File: config.mk
export PLATFORM = sky130hd
export DESIGN_NAME = bscm_rq
export DESIGN_NICKNAME = d
export VERILOG_FILES = /design/src/rtl/bscm_pkg.sv /design/src/rtl/bscm_rq.sv
export SDC_FILE = /design/constraint.sdc
export NUM_CORES = 2
export LEC_CHECK = 0
export ABC_AREA = 1
export BUFFER_PORTS_ARGS = -buffer_cell sky130_fd_sc_hd__buf_2
export CELL_PAD_IN_SITES_DETAIL_PLACEMENT = 1
export CELL_PAD_IN_SITES_GLOBAL_PLACEMENT = 1
export CORE_ASPECT_RATIO = 0.9
export CORE_MARGIN = 4
export CORE_UTILIZATION = 45
export DETAILED_ROUTE_END_ITERATION = 7
export PLACE_DENSITY = 0.89
export SLEW_MARGIN = 25
export SYNTH_ARGS = -nofsm -noshare
export SYNTH_HDL_FRONTEND = slang
export SYNTH_SLANG_ARGS = --single-unit
File: constraint.sdc
create_clock -name clk -period 19.82 [get_ports clk]
set_clock_uncertainty 0.15 [all_clocks]
set_input_delay 1.982 -clock clk [delete_from_list [all_inputs] [get_ports clk]]
set_output_delay 1.982 -clock clk [all_outputs]
set_load 0.05 [all_outputs]
File: src/rtl/bscm_pkg.sv
// ----------------------------------------------------------------------------
// bscm_pkg
// Shared types, codes and the byte-wise CRC-16 (poly 0x1021) for the
// byte stream CRC / chunk / zero-run mapper.
// ----------------------------------------------------------------------------
package bscm_pkg;

  // result kinds carried on m_tuser
  typedef enum logic [1:0] {
    KIND_RANGE   = 2'd0,
    KIND_CHUNK   = 2'd1,
    KIND_SUMMARY = 2'd2
  } kind_t;

  // input word kinds carried on s_tuser
  localparam logic MODE_DATA = 1'b0;
  localparam logic MODE_END  = 1'b1;

  // configuration register indexes
  localparam logic REG_MIN_NULL  = 1'b0;
  localparam logic REG_CHUNK_LEN = 1'b1;

  localparam logic [31:0] MIN_NULL_RESET  = 32'd40;
  localparam logic [31:0] CHUNK_LEN_RESET = 32'd4096;
  localparam logic [31:0] CNT_MAX         = 32'hFFFF_FFFF;

  // results per input word, and depth of the result queue
  localparam int unsigned MAX_RES  = 3;
  localparam int unsigned RQ_DEPTH = 4;

  typedef struct packed {
    logic        last;
    logic [31:0] range_count;
    logic [31:0] chunk_number;
    logic [15:0] crc_value;
    logic [31:0] end_offset;
    logic [31:0] start_offset;
    kind_t       kind;
  } res_t;

  // one byte of CRC-16/XMODEM, table-free byte-wise form
  function automatic logic [15:0] crc_byte(input logic [15:0] c_in,
                                           input logic [7:0]  b);
    logic [15:0] c;
    c = {c_in[7:0], c_in[15:8]};
    c = c ^ {8'h00, b};
    c = c ^ {12'h000, c[7:4]};
    c = c ^ {c[3:0], 12'h000};
    c = c ^ {3'b000, c[7:0], 5'b00000};
    return c;
  endfunction

  // counter increment that sticks at all ones
  function automatic logic [31:0] inc_sat(input logic [31:0] x);
    return (x == CNT_MAX) ? x : x + 32'd1;
  endfunction

endpackage

File: src/rtl/bscm_rq.sv
// ----------------------------------------------------------------------------
// bscm_rq
// Result queue: takes up to three results in one cycle, hands out one per
// cycle while pop is high. Doubles as the output register of the block.
// ----------------------------------------------------------------------------
module bscm_rq (
  input  logic            clk,
  input  logic            rst,
  input  logic            push,
  input  logic [1:0]      push_n,
  input  bscm_pkg::res_t  push_data [bscm_pkg::MAX_RES],
  input  logic            pop,
  output bscm_pkg::res_t  head,
  output logic [2:0]      count
);
  import bscm_pkg::*;

  res_t       slot [RQ_DEPTH];
  logic [1:0] wr_ptr, rd_ptr;
  logic [2:0] n_in;

  assign n_in = push ? {1'b0, push_n} : 3'd0;
  assign head = slot[rd_ptr];

  // pointers and fill count
  always_ff @(posedge clk) begin
    if (rst) begin
      wr_ptr <= 2'd0;
      rd_ptr <= 2'd0;
      count  <= 3'd0;
    end else begin
      wr_ptr <= wr_ptr + n_in[1:0];
      if (pop) rd_ptr <= rd_ptr + 2'd1;
      count <= count + n_in - {2'b00, pop};
    end
  end

  // result storage
  always_ff @(posedge clk) begin
    for (int i = 0; i < MAX_RES; i++) begin
      if (3'(i) < n_in) slot[wr_ptr + 2'(i)] <= push_data[i];
    end
  end

endmodule

# Word level (Yosys, flattened, before mapping)
# Memory sizes are Yosys's and may differ from the RTL's. A register that Yosys moved wholly into a read port is not among the register bits.
# Cells that the tools add are included.
dict set report totals {
  regBits 7
  mem_bits_rw 588
  elab_cells 22
  mem_count 1
}
dict set report op_classes {
  n_addsub 6
  order_cmp 3
  muxes 9
}
# memory depth width rd rd_clocked_by_memory_dff wr line_no
set mem_list {}
lappend mem_list {slot 4 147 1 1 3 bscm_rq.sv:18} ;# res_t slot [RQ_DEPTH];
# op count
set ops {}
lappend ops {{$mux 1} 6}
lappend ops {{$mux 2} 3}
lappend ops {{$add 2x1->2 const B} 2}
lappend ops {{$lt 1x2->1 const A} 2}
lappend ops {{$add 3x2->3} 1}
lappend ops {{$sub 3x1->3} 1}
lappend ops {{$add 2x2->2} 1}
lappend ops {{$add 2x2->2 const B} 1}
lappend ops {{$lt 2x2->1 const A} 1}

# Depth between registers and ports, before layout
dict set report depth {
  ltp_word 4
  ltp_mapped 9
  mapped_depth_nobuf 8
}

# Worst setup path after synthesis
# No wires, ideal clock.
dict set report synth_timing {
  path_kind {input to register}
  startpoint {input push_n[0]}
  endpoint {memory slot[3][0] in the netlist's numbering (enable)}
  setup_time_ns 0.691
  arrival_time_ns 9.020
  required_time_ns 18.979
  setup_slack_ns 9.958
  path_stages 2
  path_buffers 0
  path_cell_list {nand2_1 -> o211ai_1}
}
# item line_no
set synth_lines {}
lappend synth_lines {{from (decl)} bscm_rq.sv:10} ;# input logic [1:0] push_n,
lappend synth_lines {{to (decl)} bscm_rq.sv:18}

==> impl_metrics.tcl <==
set metrics [dict create \
    drc 0 \
    synth_mux_area_share_pct 0 \
    period_share_pct 31.8 \
    synth_area_leader_cell "edfxtp_1" \
    antenna_found_initial 50 \
    worstMarginPinSlew_ns 1.16 \
    grt_first_pass_wirelength_mm 249 \
    syn_area_um2 36900 \
    synth_ff_type "edfxtp_1" \
    crit_end "head[117]" \
    synth_xor_area_share_pct 0 \
    cts_buffers 71 \
    synth_fa_ha_area_share_pct 0.156 \
    rows 99 \
    fp.dieH_um 280 \
    ant_nets 0 \
    yosysTopAreaCellShare_pct 47.9 \
    relSlewSlack_pct 22.8 \
    synth_common_cells "nand2_1 (1,933), nand3_1 (1,035), edfxtp_1 (588)" \
    r2r_end "slot[0][62]" \
    p_leak_nw 19.4 \
    viasPerCell 6.18 \
    synth-edff-count 588 \
    cts_setup_buffers 0 \
    postCtsHoldBufs 0 \
    hp-class "reg -> reg" \
    insertion_delay_ns 0.60 \
    io_pins 597 \
    synth.avg_cell_area_um2 7.32 \
    start_util_pct 45.4 \
    yosysSeqAreaShare_pct 48.4 \
    p_per_area_nw_per_um2 84.7 \
    vias 40300 \
    criticalPathCategory "reg -> out" \
    postLayoutCellArea_um2 42300 \
    drt-initial-drc-count 5210 \
    die_w_um 310 \
    syn-instance-count 5037 \
    cp_data_required_time_ns 17.69 \
    die_area_um2 86600 \
    grt_max_degree 148 \
    rsz0062_at_grt "no" \
    startpoint_type "flop" \
    tns_ns 0 \
    clock-sinks 597 \
    ctsResizeCount 0 \
    fin_total_pwr_mw 3.59 \
    async_reset_ff_share_pct 0 \
    cp-end-kind "primary output" \
    nNetsFinal 5810 \
    dr.pass1.iters 8 \
    clk_pin_slew_ns 0.06 \
    hold_viol_final 0 \
    drive_gt1_share_pct 14.1 \
    finalSetupViolCount 0 \
    grt_usage_pct 37.6 \
    synth-compound-area-share_pct 6.57 \
    crit_fanout 71 \
    synth.most_common_cell "nand2_1" \
    yosys-top-cells-area "edfxtp_1 (48%), nand2_1 (20%), nand3_1 (14%)" \
    timing.final.crit_period_ns 6.31 \
    numPortBuffers 596 \
    placed_cells 6344 \
    irDropWorstVdd_mv 0.0646 \
    hpwl_mm 93.8 \
    overflow 0 \
    rrSetupSlack_ns 15.34 \
    grt_pass1_vias 41800 \
    core_um2 81100 \
    maxSlewViolCount 0 \
    reg2reg_depth 6 \
    cts_root_buffer "clkbuf_16" \
    yosys_warnings 0 \
    worstPathArrival_ns 4.18 \
    area_delta_synth_final_pct 14.8 \
    synthDistinctLibCells 20 \
    wl_mm 168 \
    drv_cap 0 \
    htreeDepth 3 \
    run_status "completed" \
    gp_congestion 0.850 \
    max_freq_mhz 159 \
    placedInstanceArea_um2 40000 \
    instances_no_fill 6519 \
    clockBufferDepth 3 \
    cts_tree "built" \
    post-route-util_pct 52.2 \
    synthSimpleGateAreaFrac_pct 36.9 \
    reg2reg_from "wr_ptr[1]" \
    synth_top_family_by_area "simple AND/OR/NAND/NOR gates" \
    synth_seq_cells 597 \
    syn-num-nets 5488 \
    wl_per_cell_um 25.8 \
]
[how the worst min path moves through the flow]
stage                   start  endpoint  slack (ns)  depth (start not counted)
floorplan           rd_ptr[1]      flop        0.26                          1
global placement    rd_ptr[1]      flop        0.29                          1
detailed placement  rd_ptr[1]      flop        0.30                          1
CTS                 rd_ptr[1]      flop        0.30                          1
global route        rd_ptr[1]      flop        0.35                          1
finish              rd_ptr[1]      flop        0.31                          1
[layout by cell type (no fill, tap or decap), types with 4 or more instances in the layout]
master        n
buf_4        45
clkinv_2      4
nand3_1    1032
nor2_1      302
dfxtp_1       7
clkinv_1     14
nor2_4        4
o22ai_1     147
buf_12        6
edfxtp_1    588
nand2_4       8
o21ai_0     296
diode_2      51
inv_6         8
inv_1       303
buf_2       596
clkbuf_16    73
nand2_1    1925
clkbuf_1     23
[critical path: stages, from the launching register on]
cell     delay, ns
dfxtp_4       0.33
buf_4         0.31
inv_4         0.76
buf_4         0.60
buf_12        0.31
o21ai_0       0.14
o22ai_1       0.53
buf_2         0.38
[report_power, final]
| group | switching, mW | total (mW) | internal (mW) |
|---|---|---|---|
| sequential | 0.0237 | 1.52 | 1.50 |
| clock | 0.544 | 1.26 | 0.714 |
| combinational | 0.624 | 0.803 | 0.180 |
| total | 1.19 | 3.59 | 2.39 |
[registers in the layout (all words and copies together), names as in the netlist, named ones only]
register  cells
count         3
rd_ptr        2
slot        588
wr_ptr        2
[layer usage]
metal	vias up	GRT usage, %	part of all wire, %
li1	17400	-	-
met1	19500	46.8	36
met2	2850	61.3	47
met3	543	7.12	12
met4	12	22.3	5.2
met5	-	0	0.045
[final cells by class]
| cell class | count | area (µm²) |
|---|---|---|
| clock buffer | 96 | 1910 |
| fill | 10400 | 38800 |
| tap | 1060 | 1330 |
| inverter | 312 | 1210 |
| sequential | 597 | 17800 |
| timing repair buffer | 650 | 3490 |
| multi-input combinational | 3727 | 16200 |
| clock inverter | 26 | 206 |
| antenna | 51 | 128 |
[kinds of logic (layout without fill, tap and decap cells)]
family                   count (synthesis)  count (layout)
AO/OA/AOI/OAI                          447             447
adder cells (fa/ha/maj)                  4               4
buffers and inverters                  713            1084
flip-flops                             597             597
other                                    0              51
AND/OR/NAND/NOR                       3276            3276
[through the flow]
stage | worst slack (ns) | hold WS [ns]
finish | 13.51 | 0.309
global route | 13.52 | 0.347
CTS | 13.48 | 0.305
detailed placement | 13.30 | 0.296
global placement | 13.38 | 0.295
floorplan | 9.96 | 0.262
Note: power is estimated with default switching activity, not from simulation.
