**src/rtl/bscm_pkg.sv**
```systemverilog
// ----------------------------------------------------------------------------
// bscm_pkg
// Shared types, codes and the byte-wise CRC-16 (poly 0x1021) for the
// byte stream CRC / chunk / zero-run mapper.
// ----------------------------------------------------------------------------
package bscm_pkg;

  // result kinds carried on m_tuser
  typedef enum logic [1:0] {
    KIND_RANGE   = 2'd0,
    KIND_CHUNK   = 2'd1,
    KIND_SUMMARY = 2'd2
  } kind_t;

  // input word kinds carried on s_tuser
  localparam logic MODE_DATA = 1'b0;
  localparam logic MODE_END  = 1'b1;

  // configuration register indexes
  localparam logic REG_MIN_NULL  = 1'b0;
  localparam logic REG_CHUNK_LEN = 1'b1;

  localparam logic [31:0] MIN_NULL_RESET  = 32'd40;
  localparam logic [31:0] CHUNK_LEN_RESET = 32'd4096;
  localparam logic [31:0] CNT_MAX         = 32'hFFFF_FFFF;

  // results per input word, and depth of the result queue
  localparam int unsigned MAX_RES  = 3;
  localparam int unsigned RQ_DEPTH = 4;

  typedef struct packed {
    logic        last;
    logic [31:0] range_count;
    logic [31:0] chunk_number;
    logic [15:0] crc_value;
    logic [31:0] end_offset;
    logic [31:0] start_offset;
    kind_t       kind;
  } res_t;

  // one byte of CRC-16/XMODEM, table-free byte-wise form
  function automatic logic [15:0] crc_byte(input logic [15:0] c_in,
                                           input logic [7:0]  b);
    logic [15:0] c;
    c = {c_in[7:0], c_in[15:8]};
    c = c ^ {8'h00, b};
    c = c ^ {12'h000, c[7:4]};
    c = c ^ {c[3:0], 12'h000};
    c = c ^ {3'b000, c[7:0], 5'b00000};
    return c;
  endfunction

  // counter increment that sticks at all ones
  function automatic logic [31:0] inc_sat(input logic [31:0] x);
    return (x == CNT_MAX) ? x : x + 32'd1;
  endfunction

endpackage

```
**src/rtl/bscm_core.sv**
```systemverilog
// ----------------------------------------------------------------------------
// bscm_core
// Stream state, config registers and the combinational per-word update.
// Produces up to three results for the accepted word, in order.
// ----------------------------------------------------------------------------
module bscm_core #(
  parameter int unsigned OFFSET_BITS = 32
) (
  input  logic                 clk,
  input  logic                 rst,
  input  logic                 accept,
  input  logic                 mode,
  input  logic [7:0]           data_byte,
  input  logic                 cfg_we,
  input  logic                 cfg_index,
  input  logic [31:0]          cfg_data,
  output bscm_pkg::res_t       res [bscm_pkg::MAX_RES],
  output logic [1:0]           res_n
);
  import bscm_pkg::*;

  localparam int unsigned OB = OFFSET_BITS;
  localparam int unsigned W  = ((OB > 32) ? OB : 32) + 1;
  localparam logic [63:0]   LIM64 = 64'hFFFF_FFFF_FFFF_FFFF >> (64 - OB);
  localparam logic [OB-1:0] LIM   = LIM64[OB-1:0];
  localparam logic [W-1:0]  LIMW  = W'(LIM64);

  // offset + count, saturating at the offset limit
  function automatic logic [OB-1:0] sat_add(input logic [OB-1:0] a,
                                            input logic [31:0]   b);
    logic [W-1:0] s;
    s = W'(a) + W'(b);
    return (s > LIMW) ? LIM : s[OB-1:0];
  endfunction

  // config registers
  logic [31:0] min_null_length, chunk_len, chunk_len_next;

  // stream state
  logic [15:0]   stream_crc, blk_crc;
  logic [31:0]   bytes_in_chunk, chunk_index, run_length, ranges_reported;
  logic [OB-1:0] byte_position, zrun_origin;
  logic [OB-1:0] chunk_start;   // chunk_index * chunk_len, saturated

  logic [15:0]   stream_crc_next, blk_crc_next;
  logic [31:0]   bytes_in_chunk_next, chunk_index_next, run_length_next;
  logic [31:0]   ranges_reported_next;
  logic [OB-1:0] byte_position_next, zrun_origin_next, chunk_start_next;

  // per-word intermediates
  logic [15:0] ccrc1;
  logic [31:0] bic1, lim, rr_close;
  logic        run_rep, chunk_emit, end_chunk;
  logic [63:0] prod;
  res_t        r_chunk, r_range, r_sum, cand_a, cand_b, cand_c;
  logic        va, vb, vc;

  // config write mux feeds the chunk start product
  always_comb begin
    chunk_len_next = chunk_len;
    if (cfg_we && cfg_index == REG_CHUNK_LEN) chunk_len_next = cfg_data;
  end

  always_comb begin
    ccrc1    = crc_byte(blk_crc, data_byte);
    bic1     = inc_sat(bytes_in_chunk);
    lim      = (min_null_length == 32'd0) ? 32'd1 : min_null_length;
    run_rep  = (run_length != 32'd0) && (run_length >= lim);
    rr_close = run_rep ? inc_sat(ranges_reported) : ranges_reported;
    chunk_emit = (chunk_len != 32'd0) && (bic1 >= chunk_len);
    end_chunk  = (bytes_in_chunk != 32'd0);

    // zero range result (closing the current run)
    r_range.kind         = KIND_RANGE;
    r_range.start_offset = 32'(zrun_origin);
    r_range.end_offset   = 32'(sat_add(zrun_origin, run_length));
    r_range.crc_value    = 16'h0000;
    r_range.chunk_number = 32'd0;
    r_range.range_count  = rr_close;
    r_range.last         = 1'b0;

    // chunk result; on a byte the run is not closed yet
    r_chunk.kind         = KIND_CHUNK;
    r_chunk.start_offset = 32'(chunk_start);
    r_chunk.chunk_number = chunk_index;
    r_chunk.last         = 1'b0;
    if (mode == MODE_DATA) begin
      r_chunk.end_offset  = 32'(sat_add(chunk_start, bic1));
      r_chunk.crc_value   = ccrc1;
      r_chunk.range_count = ranges_reported;
    end else begin
      r_chunk.end_offset  = 32'(sat_add(chunk_start, bytes_in_chunk));
      r_chunk.crc_value   = blk_crc;
      r_chunk.range_count = rr_close;
    end

    // end summary
    r_sum.kind         = KIND_SUMMARY;
    r_sum.start_offset = 32'd0;
    r_sum.end_offset   = 32'(byte_position);
    r_sum.crc_value    = stream_crc;
    r_sum.chunk_number = end_chunk ? inc_sat(chunk_index) : chunk_index;
    r_sum.range_count  = rr_close;
    r_sum.last         = 1'b0;

    // defaults: hold
    stream_crc_next      = stream_crc;
    blk_crc_next         = blk_crc;
    bytes_in_chunk_next  = bytes_in_chunk;
    chunk_index_next     = chunk_index;
    byte_position_next   = byte_position;
    zrun_origin_next     = zrun_origin;
    run_length_next      = run_length;
    ranges_reported_next = ranges_reported;

    if (mode == MODE_DATA) begin
      // byte: chunk first, then range
      cand_a = r_chunk;  va = chunk_emit;
      cand_b = r_range;  vb = (data_byte != 8'h00) && run_rep;
      cand_c = r_sum;    vc = 1'b0;
    end else begin
      // end marker: range, partial chunk, summary
      cand_a = r_range;  va = run_rep;
      cand_b = r_chunk;  vb = end_chunk;
      cand_c = r_sum;    vc = 1'b1;
    end

    if (accept) begin
      if (mode == MODE_DATA) begin
        stream_crc_next = crc_byte(stream_crc, data_byte);
        if (chunk_emit) begin
          blk_crc_next        = 16'h0000;
          bytes_in_chunk_next = 32'd0;
          chunk_index_next    = inc_sat(chunk_index);
        end else begin
          blk_crc_next        = ccrc1;
          bytes_in_chunk_next = bic1;
        end
        if (data_byte == 8'h00) begin
          if (run_length == 32'd0) zrun_origin_next = byte_position;
          run_length_next = inc_sat(run_length);
        end else begin
          ranges_reported_next = rr_close;
          run_length_next      = 32'd0;
        end
        byte_position_next = sat_add(byte_position, 32'd1);
      end else begin
        stream_crc_next      = 16'h0000;
        blk_crc_next         = 16'h0000;
        bytes_in_chunk_next  = 32'd0;
        chunk_index_next     = 32'd0;
        byte_position_next   = '0;
        zrun_origin_next     = '0;
        run_length_next      = 32'd0;
        ranges_reported_next = 32'd0;
      end
    end

    // chunk start for the next word, kept in step with index and size
    prod = 64'(chunk_index_next) * 64'(chunk_len_next);
    chunk_start_next = (prod > LIM64) ? LIM : prod[OB-1:0];
  end

  // compact the candidates in order and mark the last one
  always_comb begin
    res[0] = va ? cand_a : (vb ? cand_b : cand_c);
    res[1] = (va && vb) ? cand_b : cand_c;
    res[2] = cand_c;
    res_n  = 2'(va) + 2'(vb) + 2'(vc);
    unique case (res_n)
      2'd1:    res[0].last = 1'b1;
      2'd2:    res[1].last = 1'b1;
      2'd3:    res[2].last = 1'b1;
      default: ;
    endcase
  end

  // config registers
  always_ff @(posedge clk) begin
    if (rst) begin
      min_null_length <= MIN_NULL_RESET;
      chunk_len       <= CHUNK_LEN_RESET;
    end else begin
      chunk_len <= chunk_len_next;
      if (cfg_we && cfg_index == REG_MIN_NULL) min_null_length <= cfg_data;
    end
  end

  // stream state registers
  always_ff @(posedge clk) begin
    if (rst) begin
      stream_crc      <= 16'h0000;
      blk_crc         <= 16'h0000;
      bytes_in_chunk  <= 32'd0;
      chunk_index     <= 32'd0;
      byte_position   <= '0;
      zrun_origin     <= '0;
      run_length      <= 32'd0;
      ranges_reported <= 32'd0;
      chunk_start     <= '0;
    end else begin
      stream_crc      <= stream_crc_next;
      blk_crc         <= blk_crc_next;
      bytes_in_chunk  <= bytes_in_chunk_next;
      chunk_index     <= chunk_index_next;
      byte_position   <= byte_position_next;
      zrun_origin     <= zrun_origin_next;
      run_length      <= run_length_next;
      ranges_reported <= ranges_reported_next;
      chunk_start     <= chunk_start_next;
    end
  end

endmodule

```
**config.mk**
```make
export PLATFORM = sky130hd
export DESIGN_NAME = bscm_core
export DESIGN_NICKNAME = d
export VERILOG_FILES = /design/src/rtl/bscm_pkg.sv /design/src/rtl/bscm_core.sv
export SDC_FILE = /design/constraint.sdc
export NUM_CORES = 2
export LEC_CHECK = 0
export ABC_AREA = 1
export ABC_CLOCK_PERIOD_IN_PS = 18950
export BUFFER_PORTS_ARGS = -buffer_cell sky130_fd_sc_hd__clkbuf_2
export CAP_MARGIN = 20
export CORE_ASPECT_RATIO = 0.6
export CORE_MARGIN = 2
export CORE_UTILIZATION = 53
export DETAILED_ROUTE_END_ITERATION = 10
export PLACE_DENSITY_LB_ADDON = 0.2
export SLEW_MARGIN = 20
export SYNTH_ARGS = -nofsm -noshare
export SYNTH_HDL_FRONTEND = slang
export SYNTH_SLANG_ARGS = --single-unit
```
**constraint.sdc**
```tcl
create_clock -name clk -period 18.95 [get_ports clk]
set_clock_uncertainty 0.1 [all_clocks]
set_input_delay 2.8425 -clock clk [delete_from_list [all_inputs] [get_ports clk]]
set_output_delay 2.8425 -clock clk [all_outputs]
set_load 0.05 [all_outputs]
```
; Word level (Yosys, flattened, before mapping)
; Cells that the tools add are included.
[word_totals]
ff_bits = 320
input_bits = 46
out_inout_bits = 443
elab_cells = 107
[op_classes]
add_sub_neg = 10
mul = 1
order_cmp = 7
n_eq_ne = 9
mux = 42
n_bitwise = 9
reduce_logical = 18
[op_table]
columns = op, count
row1 = 32-bit two-way mux, 27
row2 = 147-bit two-way mux, 3
row3 = 146-bit two-way mux, 2
row4 = 33-bit by 32-bit > comparator with 1-bit output (second input constant), 4
row5 = 32-bit by 1-bit adder with 32-bit output (second input constant), 4
row6 = 32-bit == test (second input constant), 4
row7 = 32-bit by 32-bit adder with 33-bit output, 3
row8 = 32-bit nonzero test, 3
row9 = 32-bit greater-or-equal comparator, 2
row10 = 64-bit by 32-bit > comparator with 1-bit output (second input constant), 1
row11 = 32-bit logical NOT, 2
row12 = 32-bit by 32-bit multiplier with 64-bit output, 1
row13 = 16-bit two-way mux, 3
row14 = 48-bit two-way mux, 1
row15 = 32-bit by 1-bit adder with 33-bit output (second input constant), 1
row16 = 16-bit by 13-bit bitwise XOR with 16-bit output, 2
row17 = 16-bit bitwise XOR, 2
row18 = 16-bit by 4-bit bitwise XOR with 16-bit output, 2
row19 = 16-bit by 8-bit bitwise XOR with 16-bit output, 2
row20 = 8-bit logical NOT, 1
row21 = 8-bit nonzero test, 1
row22 = 1-bit logical AND, 6
row23 = 1-bit two-way mux, 6
row24 = 2-bit == test (second input constant), 2
row25 = other kinds (9), 11

; Depth between registers and ports, before layout
[logic_depth]
word_depth = 10
mapped_depth = 66
ltp_nobuf = 63

; Worst setup path before layout
; No wires, ideal clock.
[synth_path]
path_type = input -> register
from = in accept
to = reg chunk_start[30]
setup_ns = 0.110
arrival_ns = 10.424
required_time_ns = 18.740
setup_slack_ns = 8.316
cell_stages = 44
path_buffers = 4
cell_sequence = buf_2 clkinv_1 nor2_1 inv_1 nor2_2 clkbuf_1 nand2_1 nand2_1 inv_1 buf_2 nor2_1 fa_1 fa_1 inv_1 fa_1 inv_1 fa_1 inv_1 [... 8 more ...] nand2_1 nor2_1 inv_1 nor2_1 nand2_1 nor3_2 nand2_1 nand3_1 nand2_1 nand2_1 nand2_1 nor2_1 nand3_1 nor2_4 buf_6 nand3_1 nand2_1 inv_1
[synth_via]
elab_chain_len = 4
[synth_rtl]
columns = element, line
row1 = "start, declared", bscm_core.sv:11  ; input logic accept,
row2 = 32-bit two-way mux *, bscm_core.sv:128  ; if (accept) begin
row3 = 32-bit by 32-bit multiplier with 64-bit output *, bscm_core.sv:160  ; prod = 64'(chunk_index_next) * 64'(chunk_len_next);
row4 = 64-bit by 32-bit > comparator with 1-bit output, bscm_core.sv:161  ; chunk_start_next = (prod > LIM64) ? LIM : prod[OB-1:0];
row5 = 32-bit two-way mux *, bscm_core.sv:161
row6 = "end signal, assigned", bscm_core.sv:210  ; chunk_start <= chunk_start_next;
row7 = "end, declared", bscm_core.sv:43  ; logic [OB-1:0] chunk_start;
; Mark *: on every way between the ends. The rest lies on a longest branch, timed or not.
; A chain may end at the register's enable or synchronous reset.

; Worst setup path in the final report
[layout_path]
from = reg bytes_in_chunk[1]
to = reg chunk_start[30]
[layout_via]
elab_chain_len = 10
word_cells_on_any_way = 11
cone_classes = add/sub: 1 / mul: 1 / order compare: 2 / eq/ne: 1 / mux: 5 / reduce/logical: 1
[layout_rtl]
columns = element, line
row1 = "start, declared", bscm_core.sv:41  ; logic [31:0] bytes_in_chunk, chunk_index, run_length, ranges_reported;
row2 = "start signal, assigned", bscm_core.sv:204  ; bytes_in_chunk <= bytes_in_chunk_next;
row3 = 32-bit by 1-bit adder with 32-bit output / 32-bit == test (equally long branches), bscm_pkg.sv:55  ; return (x == CNT_MAX) ? x : x + 32'd1;
row4 = 32-bit two-way mux *, bscm_pkg.sv:55
row5 = 32-bit greater-or-equal comparator *, bscm_core.sv:70  ; chunk_emit = (chunk_len != 32'd0) && (bic1 >= chunk_len);
row6 = 1-bit logical AND *, bscm_core.sv:70
row7 = 32-bit two-way mux *, bscm_core.sv:131  ; if (chunk_emit) begin
row8 = 32-bit two-way mux *, bscm_core.sv:129  ; if (mode == MODE_DATA) begin
row9 = 32-bit two-way mux *, bscm_core.sv:128
row10 = 32-bit by 32-bit multiplier with 64-bit output *, bscm_core.sv:160
row11 = 64-bit by 32-bit > comparator with 1-bit output, bscm_core.sv:161
row12 = 32-bit two-way mux *, bscm_core.sv:161
; Marked as above.

==> results.md <==
- The maximum clock insertion buffer count is 3.
- By count the netlist is led by nand2_1 (2699), inv_1 (1634), nor2_1 (989).
- For this block, the via count after detailed routing is 70100.
- The largest single stage delay on the critical path is about 860 ps.
- Based on the critical path, the design can be clocked at up to 65.3 MHz.
- The die outline height is roughly 270 um.
- The switching share of total power is 39.7%.
- The type of origin of the critical path is a flop.
- The internal power of the cells totals 1.22 mW.
- The critical path in this run is classified as flop to flop.
- The fraction of power consumed by combinational cells is 24.9%.
- For this run, the post-layout net count is 11100.
- The die area is 0.124 mm2.
- The placed instances occupy a cell area of between 0.06 and 0.07 mm2.
- In this run, distinct cell masters in the synthesized netlist total 59.
- Setup repair after global routing left no endpoint under its margin.
- The worst hold-check path type is flop to flop.
- The root buffer cell chosen for the clock tree is clkbuf_16.
- For this run, the leading register cell type out of synthesis is dfxtp_1.
- The number of endpoints with negative hold slack in the final report is 0.
- The first routing iteration left 11800 violations.
- For this run, design rule violations remaining after detail routing come to 0.
- The launching point of the worst reg2reg path is bytes_in_chunk[1].
- After legalization and detailed placement, the total HPWL measured around 260000 um.
- The power density normalized to cell area is 29.3 mW/mm2.
- The number of levels in the clock H-tree is 2.
- The origin of the worst setup path is bytes_in_chunk[1].
- The number of setup buffers added after CTS is 0.
- The total non-filler cell area in the finished layout is 0.0689 mm2.
- The max-capacitance violation count is 0.
- The sum of overflow across all layers after global routing is 0.
- Counting I/O delays and the setup requirement, the final critical path takes 15320 ps.
- The cell with the most instances after synthesis is nand2_1.
- The average cell area after synthesis is 6.76 um2.
- In the final layout, the share of cells above drive strength 1 is 7.84%.
- Wires add up to 319000 um.
- Sequential cells burn between 30% and 40% of the power.
- The number of iterations in the first detailed-routing pass is 9.
- The pre-CTS worst setup slack is 4760 ps.
- Yosys printed 0 warnings.
- The worst hold path begins at min_null_length[18].
- The post-synthesis instance total is 9529.
- The number of nets still failing antenna checks after routing is 0.
- Entering global routing, the biggest net connects 194 pins.
- The placed instance count is 11300.
- The count of flip-flops with a built-in enable after synthesis is 0.
- TritonCTS built the clock tree.
- The TritonCTS buffer count is 35.
- The endpoint arrival time on the critical path is between 15000 and 20000 ps.
- The worst setup path is captured at a flop.
- The number of sinks handled by clock tree synthesis is 320.
- Of all cell types, the one taking the most synthesized area is fa_1.
- The count of buffers added on input and output ports is 454.
- Clock-pin slew was measured on the worst setup and hold paths at 80 ps.
- The region available for standard cell placement spans about 0.12 mm2.
- The cell area that synthesis handed to floorplanning was 0.0644 mm2.
- The share of flip-flops with an asynchronous set or reset after synthesis is 0%.
- The dominant cell type by count on the critical path is nand2_1.
- For this design the static power due to leakage is 35.9 nW.
- In this run the worst path has a maximum fanout of 32.
- The cell with the largest stage delay on the worst path is inv_1.
- The final setup TNS is 0 ps.
- The final instance count without filler cells is 11400.
- The average via count per standard cell is 6.16.
- Row generation in the floorplan step produced 99 rows.
- The count of pins over their slew limit is 0.
- The share of the synthesized area in the top cell type is 27.9%.
- VDD sags by at most 0.0000590 V.
- The quantity of hold-fixing buffers added after cts is 0.
- The total global-route track usage is roughly 50%.
- The wire length of the first global-routing pass is 452000 um.
- Of the synthesized area, sequential elements account for under 10%.
- The mean routed wirelength per cell is 28.1 um.
- The insertion delay of the later-clocked pin in the worst-skew pair is 630 ps.
- Relative to the synthesized area, the layout overhead comes to 6.99%.
- The worst pin sits at a relative slew slack of 10.8%.
- Measured along the x axis, the die boundary spans 454 um.
- By area the synthesized netlist is led by fa_1 (28%), nand2_1 (16%), dfxtp_1 (9.9%), inv_1 (9.5%), ha_1 (8.4%).
- The number of failing setup endpoints in the final timing report is 0.
- The post-cts gate resize count is 0.
- The layout has between 10000 and 15000 filler cells.
- The net switching component of the power is 0.801 mW.
- The clock power share is 40.5%.
- The number of global-route vias before repair is about 65000.
- Power comes to 2.02 mW.
- The slew of the pin with the lowest slew margin is 1320 ps.
- Synthesis inferred 320 register bits.
- The post-route fraction of the period consumed by the critical path is 80.9%.
- The flow ran to the end, and the final reports show no timing, DRC or antenna violations.
- At the end of routability-driven placement, the weighted congestion stood at around 1.2.
- The initial standard-cell utilization of the core is between 50% and 60%.
- The top-level I/O count is roughly 490.
- The final worst-path setup slack is 3630 ps.
- The initial antenna violation count is 17.
- The data required time of the worst path is 19330 ps.
- Setup slack on the worst reg-to-reg path comes out at 3630 ps.
-- power groups by stage --
stage	Combinational, mW	Sequential [mW]	Clock (mW)
floorplan	0.281	0.717	0
global placement	0.461	0.712	0
detailed placement	0.466	0.713	0
CTS	0.467	0.697	0.807
global route	0.506	0.699	0.834
finish	0.502	0.698	0.819
-- final timing paths --
check | to | cells past startpoint
max | chunk_start[30] | 51
min | min_null_length[18] | 2
max reg2reg | chunk_start[30] | 51
min reg2reg | min_null_length[18] | 2
-- state kept, by name (all words and copies together) (netlist names) --
signal,cells
run_length,32
byte_position,32
chunk_start,32
ranges_reported,32
chunk_index,32
zrun_origin,32
bytes_in_chunk,32
chunk_len,32
min_null_length,32
blk_crc,16
stream_crc,16
-- layout make-up --
type	count	area, um2	area share (%)
antenna	21	52.6	0.0762
clock buffer	42	932	1.35
clock inverter	21	324	0.470
inverter	1667	6260	9.08
multi-input combinational	7106	49600	72.0
sequential	320	6410	9.29
tap	1616	2020	2.93
timing repair buffer	587	3280	4.76
-- per-stage QoR --
step / utilization (%) / hold WS [ps]
floorplan: - / 347
global placement: 55.9 / 370
detailed placement: 55.9 / 376
CTS: 56.9 / 386
global route: 56.9 / 406
finish: 57.0 / 384
-- layout by cell type (no fill, tap or decap), types with 320 or more instances in the layout --
cell | netlist | routed
fa_1 | 899 | 899
clkbuf_2 | 2 | 452
o21ai_0 | 446 | 434
nand3_1 | 346 | 346
ha_1 | 432 | 432
nand2_1 | 2699 | 2697
a21oi_1 | 403 | 403
dfxtp_1 | 320 | 320
inv_1 | 1634 | 1632
nor2_1 | 989 | 987
-- metal layers --
metal | share of wire [%] | vias to the layer above | GRT usage [%]
li1 | - | 29500 | -
met1 | 41 | 33400 | 73.3
met2 | 34 | 6333 | 58.5
met3 | 21 | 853 | 32.0
met4 | 3.3 | 20 | 13.3
met5 | 0.14 | - | 1.56
-- cells by family after synthesis --
logic type      after synthesis  synth area share, %
fa+ha+maj                  1331                 36.3
simple gates               4443                 28.2
xor+xnor                    238                 3.24
other cells                   2               0.0117
buf+inv                    2135                 13.3
compound gates             1028                 8.44
mux                          32                0.497
flops                       320                 9.94
-- critical path, delay by kind of cell (launching register included) --
kind / cells / cell delay (ps)
simple gates: 33 / 7230
fa+ha+maj: 11 / 5110
buf+inv: 6 / 1540
compound gates: 1 / 590
flops: 1 / 500
No activity file was read; power rests on OpenSTA's default activity.
